`config.mk`:
```
export PLATFORM = sky130hd
export DESIGN_NAME = double_ended_queue
export DESIGN_NICKNAME = d
export VERILOG_FILES = /design/src/hdl/deq_pkg.sv /design/src/hdl/double_ended_queue.sv /design/src/hdl/deq_cell.sv
export SDC_FILE = /design/constraint.sdc
export NUM_CORES = 2
export LEC_CHECK = 0
export CAP_MARGIN = 10
export CORE_AREA = 3 3 277 279
export DETAILED_ROUTE_END_ITERATION = 8
export DIE_AREA = 0 0 280 282
export DONT_BUFFER_PORTS = 1
export GPL_TIMING_DRIVEN = 0
export PLACE_DENSITY = 0.8
export SYNTH_ARGS = -nofsm -noshare
export SYNTH_HDL_FRONTEND = slang
export SYNTH_SLANG_ARGS = --single-unit
```
`constraint.sdc`:
```
create_clock -name clk -period 5.63 [get_ports clk]
set_input_delay 0.8445 -clock clk [delete_from_list [all_inputs] [get_ports clk]]
set_output_delay 0.8445 -clock clk [all_outputs]
set_load 0.005 [all_outputs]
```
`src/hdl/deq_pkg.sv`:
```
package deq_pkg;

  localparam int DATA_W = 32;

  typedef logic signed [DATA_W-1:0] data_t;

  typedef enum logic [2:0] {
    ACT_QUERY      = 3'd0,
    ACT_PUSH_FRONT = 3'd1,
    ACT_PUSH_BACK  = 3'd2,
    ACT_POP_FRONT  = 3'd3,
    ACT_POP_BACK   = 3'd4
  } action_t;

  // broadcast to every cell of both chains
  // f chain holds the queue front first, b chain holds it back first
  typedef struct packed {
    logic f_push;
    logic f_pop;
    logic f_app;
    logic b_push;
    logic b_pop;
    logic b_app;
  } cell_cmd_t;

endpackage

```
`src/hdl/double_ended_queue.sv`:
```
// channel | direction | ports
// --------+-----------+------------------------------------------------------------
// in      | input     | in_valid, in_ready, in_action, in_value
// out     | output    | out_valid, out_ready, out_front_value, out_back_value,
//         |           | out_count, out_is_empty, out_rejected
//
// one item per cycle: each transfer updates two chains of DEPTH cells at once,
// every cell shifts from a neighbor or loads the value locally, and the result is
// presented in the next cycle from cell zero of each chain.
// reset leaves the queue empty with no result pending.
// while a result waits and out_ready is low, in_ready is low and the state holds.
module double_ended_queue #(
  parameter int DEPTH = 16
) (
  input  logic                 clk,
  input  logic                 rst_n,
  input  logic                 in_valid,
  output logic                 in_ready,
  input  logic [2:0]           in_action,
  input  logic signed [31:0]   in_value,
  output logic                 out_valid,
  input  logic                 out_ready,
  output logic signed [31:0]   out_front_value,
  output logic signed [31:0]   out_back_value,
  output logic [4:0]           out_count,
  output logic                 out_is_empty,
  output logic                 out_rejected
);

  localparam int CW = $clog2(DEPTH + 1);

  logic               in_fire;
  logic               full;
  logic               empty;
  logic [CW-1:0]      count_r, count_nxt;
  logic               out_valid_r, out_valid_nxt;
  logic               rejected_r, rejected_nxt;
  deq_pkg::cell_cmd_t cmd;
  deq_pkg::data_t     f_q [DEPTH];
  deq_pkg::data_t     b_q [DEPTH];
  logic [CW+4:0]      count_ext;

  assign in_ready = !out_valid_r || out_ready;
  assign in_fire  = in_valid && in_ready;
  assign full     = (count_r == CW'(DEPTH));
  assign empty    = (count_r == '0);

  always_comb begin
    cmd          = '0;
    count_nxt    = count_r;
    rejected_nxt = 1'b0;
    case (in_action)
      deq_pkg::ACT_PUSH_FRONT: begin
        if (full) begin
          rejected_nxt = 1'b1;
        end else begin
          cmd.f_push = 1'b1;
          cmd.b_app  = 1'b1;
          count_nxt  = count_r + CW'(1);
        end
      end
      deq_pkg::ACT_PUSH_BACK: begin
        if (full) begin
          rejected_nxt = 1'b1;
        end else begin
          cmd.b_push = 1'b1;
          cmd.f_app  = 1'b1;
          count_nxt  = count_r + CW'(1);
        end
      end
      deq_pkg::ACT_POP_FRONT: begin
        if (empty) begin
          rejected_nxt = 1'b1;
        end else begin
          cmd.f_pop = 1'b1;
          count_nxt = count_r - CW'(1);
        end
      end
      deq_pkg::ACT_POP_BACK: begin
        if (empty) begin
          rejected_nxt = 1'b1;
        end else begin
          cmd.b_pop = 1'b1;
          count_nxt = count_r - CW'(1);
        end
      end
      default: begin
      end
    endcase
    if (!in_fire) begin
      cmd          = '0;
      count_nxt    = count_r;
      rejected_nxt = rejected_r;
    end
  end

  always_comb begin
    out_valid_nxt = out_valid_r;
    if (in_fire) begin
      out_valid_nxt = 1'b1;
    end else if (out_ready) begin
      out_valid_nxt = 1'b0;
    end
  end

  always_ff @(posedge clk) begin
    if (!rst_n) begin
      count_r     <= '0;
      out_valid_r <= 1'b0;
      rejected_r  <= 1'b0;
    end else begin
      count_r     <= count_nxt;
      out_valid_r <= out_valid_nxt;
      rejected_r  <= rejected_nxt;
    end
  end

  for (genvar g = 0; g < DEPTH; g++) begin : g_cell
    deq_pkg::data_t f_prev, f_next, b_prev, b_next;

    if (g == 0) begin : g_first
      assign f_prev = in_value;
      assign b_prev = in_value;
    end else begin : g_mid
      assign f_prev = f_q[g-1];
      assign b_prev = b_q[g-1];
    end

    if (g == DEPTH - 1) begin : g_last
      assign f_next = f_q[g];
      assign b_next = b_q[g];
    end else begin : g_inner
      assign f_next = f_q[g+1];
      assign b_next = b_q[g+1];
    end

    deq_cell #(
      .CW  (CW),
      .IDX (g)
    ) u_cell (
      .clk    (clk),
      .cmd    (cmd),
      .count  (count_r),
      .value  (in_value),
      .f_prev (f_prev),
      .f_next (f_next),
      .b_prev (b_prev),
      .b_next (b_next),
      .f      (f_q[g]),
      .b      (b_q[g])
    );
  end

  assign count_ext       = {5'd0, count_r};
  assign out_valid       = out_valid_r;
  assign out_front_value = empty ? '1 : f_q[0];
  assign out_back_value  = empty ? '1 : b_q[0];
  assign out_count       = count_ext[4:0];
  assign out_is_empty    = empty;
  assign out_rejected    = rejected_r;

`ifndef NO_ASSERTIONS
  // both chains must agree when front and back are the same element
  a_single_agree: assert property (@(posedge clk) disable iff (!rst_n)
    (out_valid_r && count_r == CW'(1)) |-> (f_q[0] == b_q[0]))
    else $error("front and back chains disagree on a single element");

  a_count_bound: assert property (@(posedge clk) disable iff (!rst_n)
    count_r <= CW'(DEPTH))
    else $error("element count above depth");

  a_reject_hold: assert property (@(posedge clk) disable iff (!rst_n)
    in_fire |=> (!rejected_r || count_r == $past(count_r)))
    else $error("rejected transfer changed the count");

  a_push_grow: assert property (@(posedge clk) disable iff (!rst_n)
    (in_fire && !full && (in_action == deq_pkg::ACT_PUSH_FRONT ||
                          in_action == deq_pkg::ACT_PUSH_BACK))
    |=> (count_r == $past(count_r) + CW'(1)))
    else $error("accepted push did not grow the queue");

  a_stall_hold: assert property (@(posedge clk) disable iff (!rst_n)
    (out_valid_r && !out_ready) |=> $stable(count_r))
    else $error("state moved while a result was stalled");
`endif

endmodule

```
`src/hdl/deq_cell.sv`:
```
module deq_cell #(
  parameter int CW  = 5,
  parameter int IDX = 0
) (
  input  logic               clk,
  input  deq_pkg::cell_cmd_t cmd,
  input  logic [CW-1:0]      count,
  input  deq_pkg::data_t     value,
  input  deq_pkg::data_t     f_prev,
  input  deq_pkg::data_t     f_next,
  input  deq_pkg::data_t     b_prev,
  input  deq_pkg::data_t     b_next,
  output deq_pkg::data_t     f,
  output deq_pkg::data_t     b
);

  deq_pkg::data_t f_r, f_nxt;
  deq_pkg::data_t b_r, b_nxt;
  logic           at_end;

  // this cell is the first free slot of the window
  assign at_end = (count == CW'(IDX));

  always_comb begin
    f_nxt = f_r;
    if (cmd.f_push) begin
      f_nxt = f_prev;
    end else if (cmd.f_pop) begin
      f_nxt = f_next;
    end else if (cmd.f_app && at_end) begin
      f_nxt = value;
    end
  end

  always_comb begin
    b_nxt = b_r;
    if (cmd.b_push) begin
      b_nxt = b_prev;
    end else if (cmd.b_pop) begin
      b_nxt = b_next;
    end else if (cmd.b_app && at_end) begin
      b_nxt = value;
    end
  end

  always_ff @(posedge clk) begin
    f_r <= f_nxt;
    b_r <= b_nxt;
  end

  assign f = f_r;
  assign b = b_r;

endmodule

```
==> impl_results.md <==
* Boundary Pins at 112
* Hold Fails Final Rpt at 0
* Crit path time final at ~4.7 ns
* Crit path DAT at 5.14 ns
* Top-count cell post-synth: edfxtp_1
* Hold crit path type: in2reg
* Port bufs at 0
* Post-synthesis adder-cell area fraction at 0.169%
* CP required at between 6 and 7 ns
* Fin. max-slew vios at 0
* Yosys top cell area share at between 60% and 70%
* CTS max path bufs at 3
* PostCTS Resize Cnt at 0
* Final Core Density at 67.5%
* Cts hold-fix bufs at 0
* Initial drt markers at 5,453
* DRC violations left at 1
* Peak Freq at between 0.2 and 0.25 GHz
* Hold Crit Start: rst_n
* Async SR Flop Fraction at 0%
* GP Congestion at 0.933
* First-pass GRT wire length at around 210,000 um
* Post-CTS Setup Repair Bufs at 0
* Final Power at around 17 mW
* Startpoint types: flip-flop
* Worst slew margin at 24.0%
* Wire per inst at about 36 um
* Pint at 13.4 mW
* Avg Inst Size Synth at 15.5 um2
* Layout cells sized above 1 at 14.5%
* Comb power frac at roughly 7.7%
* Initial antenna violation count at 1
* Number of antenna diodes at 0
* Reg2reg start: out_count[0]
* Synth Warn # at 0
* CP Capture Type: flip-flop
* Vias per inst at 7.97
* Clock power frac at roughly two fifths
* Final instance area at between 0.05 and 0.06 mm2
* Violations in the final reports: design-rule violations
* Leakage at 17.0 nW
* Clk_lat worst skew at between 0.6 and 0.7 ns
* Mapped cell area at between 0.04 and 0.05 mm2
* Clock tree root driver cell: clkbuf_16
* Syn Nets at just under 3,000
* Vias in the first global route at approximately 32,000
* GRT Util Overall at 36.9%
* Layout area overhead at 13.1%
* Die ar. at ~0.079 mm2
* Die Ht at between 200 and 300 um
* Slew at the pin closest to its max-slew limit at 1.14 ns
* Cts bufs inserted at 102
* RSZ-0062 raised after global routing: false
* Critical Path Fanout Max at 22
* Drt total wl at 147,000 um
* Die width at 280 um
* Complex-gate fraction of the synthesized area at 20.7%
* Rows at 100
* GRT overflow at 0
* Setup violators final at 0
* Max VDD drop at 0.000273 V
* H-Tree Depth at 3
* Yosys top cell by area: edfxtp_1
* Number of synthesized flops with an enable pin at 1,024
* Outcome: finished with violations
* Nets at roughly 3,100
* Critical path origin: out_count[0]
* MaxCap Viol Count at 0
* Starting Density at 59.7%
* Pwr dens at 347 mW/mm2
* FF+latch count, synth at between 1,000 and 1,500
* Antenna viol nets, final at 0
* Core ar. at 0.0744 mm2
* Worst clock skew at 0.0304 ns
* Distinct cell type count after synthesis at 44
* Switching power share of the total at between 20% and 30%
* Largest net degree at the start of global routing at 24
* Drt first pass iters at 9
* Mux contribution to synthesized area at less than 1%
* Register area share after synthesis at 69.5%
* CTS clk-pin slew, worst paths at 0.06 ns
* Via count at 32,400
* Most used flip-flop cell after synthesis: edfxtp_1
* Setup TNS at 0 ns
* Post-Synth Simple-Gate Area at 6.07%
* Commonest cells post-synth: edfxtp_1 (1,024), a221o_1 (896), nand2_1 (405)
* Net Sw Power at 3.99 mW
* Hpwl dp at just under 100,000 um
* Clock Sinks at 1,031
* CTS tree: built
* Largest family of logic cells by synthesized area: compound AO/OA/AOI/OAI gates
* Top post-synthesis cells by area: edfxtp_1 (69%), a221o_1 (20%), nand2_1 (3.4%)
* XOR/XNOR share of the synthesized area at 0.0592%
* Tcrit/Tclk final at 83.9%
* Placed cell areas at ~0.047 mm2
* WHS at 0.290 ns
* Fillcell total at 4,840
* Worst Setup Path Type: reg2reg
* Mapped Cells at approximately 2,900
* Sequential power share at 51.1%
cells in the final DEF, fill, tap and decap left out, types with 7 or more instances in the layout:
cell       netlist  layout
or2_2           64      64
clkinv_2         0      27
buf_16           0      18
dfxtp_1          7       7
o21ai_4          0      28
nand2_1        405     401
buf_6           24      24
buf_12           0      16
clkinv_1         0      21
and2_4          40      40
buf_1           20      20
bufinv_16        0      15
buf_2           87      87
clkbuf_1       183     195
clkbuf_16        0     106
a221o_1        896     896
edfxtp_1      1024    1024
and2_0           8       8
and2_1          19      19
layout make-up:
class / instances / area (um2) / share of cell area, %
Buffer: 314 / 1470 / 2.92
Clock buffer: 118 / 2700 / 5.37
Clock inverter: 75 / 772 / 1.54
Inverter: 4 / 15.0 / 0.0299
Multi-Input combinational cell: 1520 / 12400 / 24.6
Sequential cell: 1031 / 30900 / 61.5
Tap cell: 969 / 1210 / 2.41
Timing Repair Buffer: 34 / 816 / 1.62
per-stage QoR:
stage | instances | setup slack [ns]
final | 4065 | 0.908
after CTS | 4065 | 1.11
after global routing | 4065 | 0.836
after global placement | 3838 | -2.66
after floorplan | 2869 | 0.767
after detailed placement | 3872 | 1.11
sequential cells by signal (all words and copies together) (netlist names):
signal	count
g_cell.u_cell.f	512
out_valid	1
out_rejected	1
out_count	5
g_cell.u_cell.b	512
power by group through the flow:
stage	clock [mW]	sequential [mW]	combinational (mW)
floorplan	0	9.00	0.845
finish	7.18	8.89	1.34
global placement	0	9.07	1.14
detailed placement	0	9.04	1.27
CTS	7.15	8.89	1.29
global route	7.44	8.91	1.39
metal layers:
metal	share of wire, %	up-vias	GRT usage (%)
met2	45	3335	55.5
li1	-	12500	-
met5	0.0088	-	0
met1	34	15900	47.7
met3	16	614	12.6
met4	5.9	2	19.5
kinds of logic after synthesis:
| family | after synthesis |
|---|---|
| xor gates and xnor gates | 3 |
| DFF | 1031 |
| muxes | 3 |
| adders and majority gates | 6 |
| buffers and inverters | 318 |
| and+or+nand+nor | 570 |
| AOI/OAI and AO/OA | 938 |
worst paths after layout:
| kind | endpoint | slack (ns) | cells after the start |
|---|---|---|---|
| hold reg to reg | g_cell[0].u_cell.f[9] | 0.54 | 2 |
| setup reg to reg | g_cell[0].u_cell.f[12] | 0.91 | 9 |
| hold / removal | out_count[0] | 0.29 | 1 |
| setup / recovery | g_cell[0].u_cell.f[12] | 0.91 | 9 |
critical path: stages, from the launching register on:
cell      delay (ns)
dfxtp_1         0.47
inv_1           0.19
ha_1            0.32
nor4b_4         0.61
o22ai_2         0.17
nand2_1         0.13
clkbuf_1        0.72
buf_1           0.91
nand2_2         0.54
buf_12          0.36
Power figures use the tool's default switching activity.
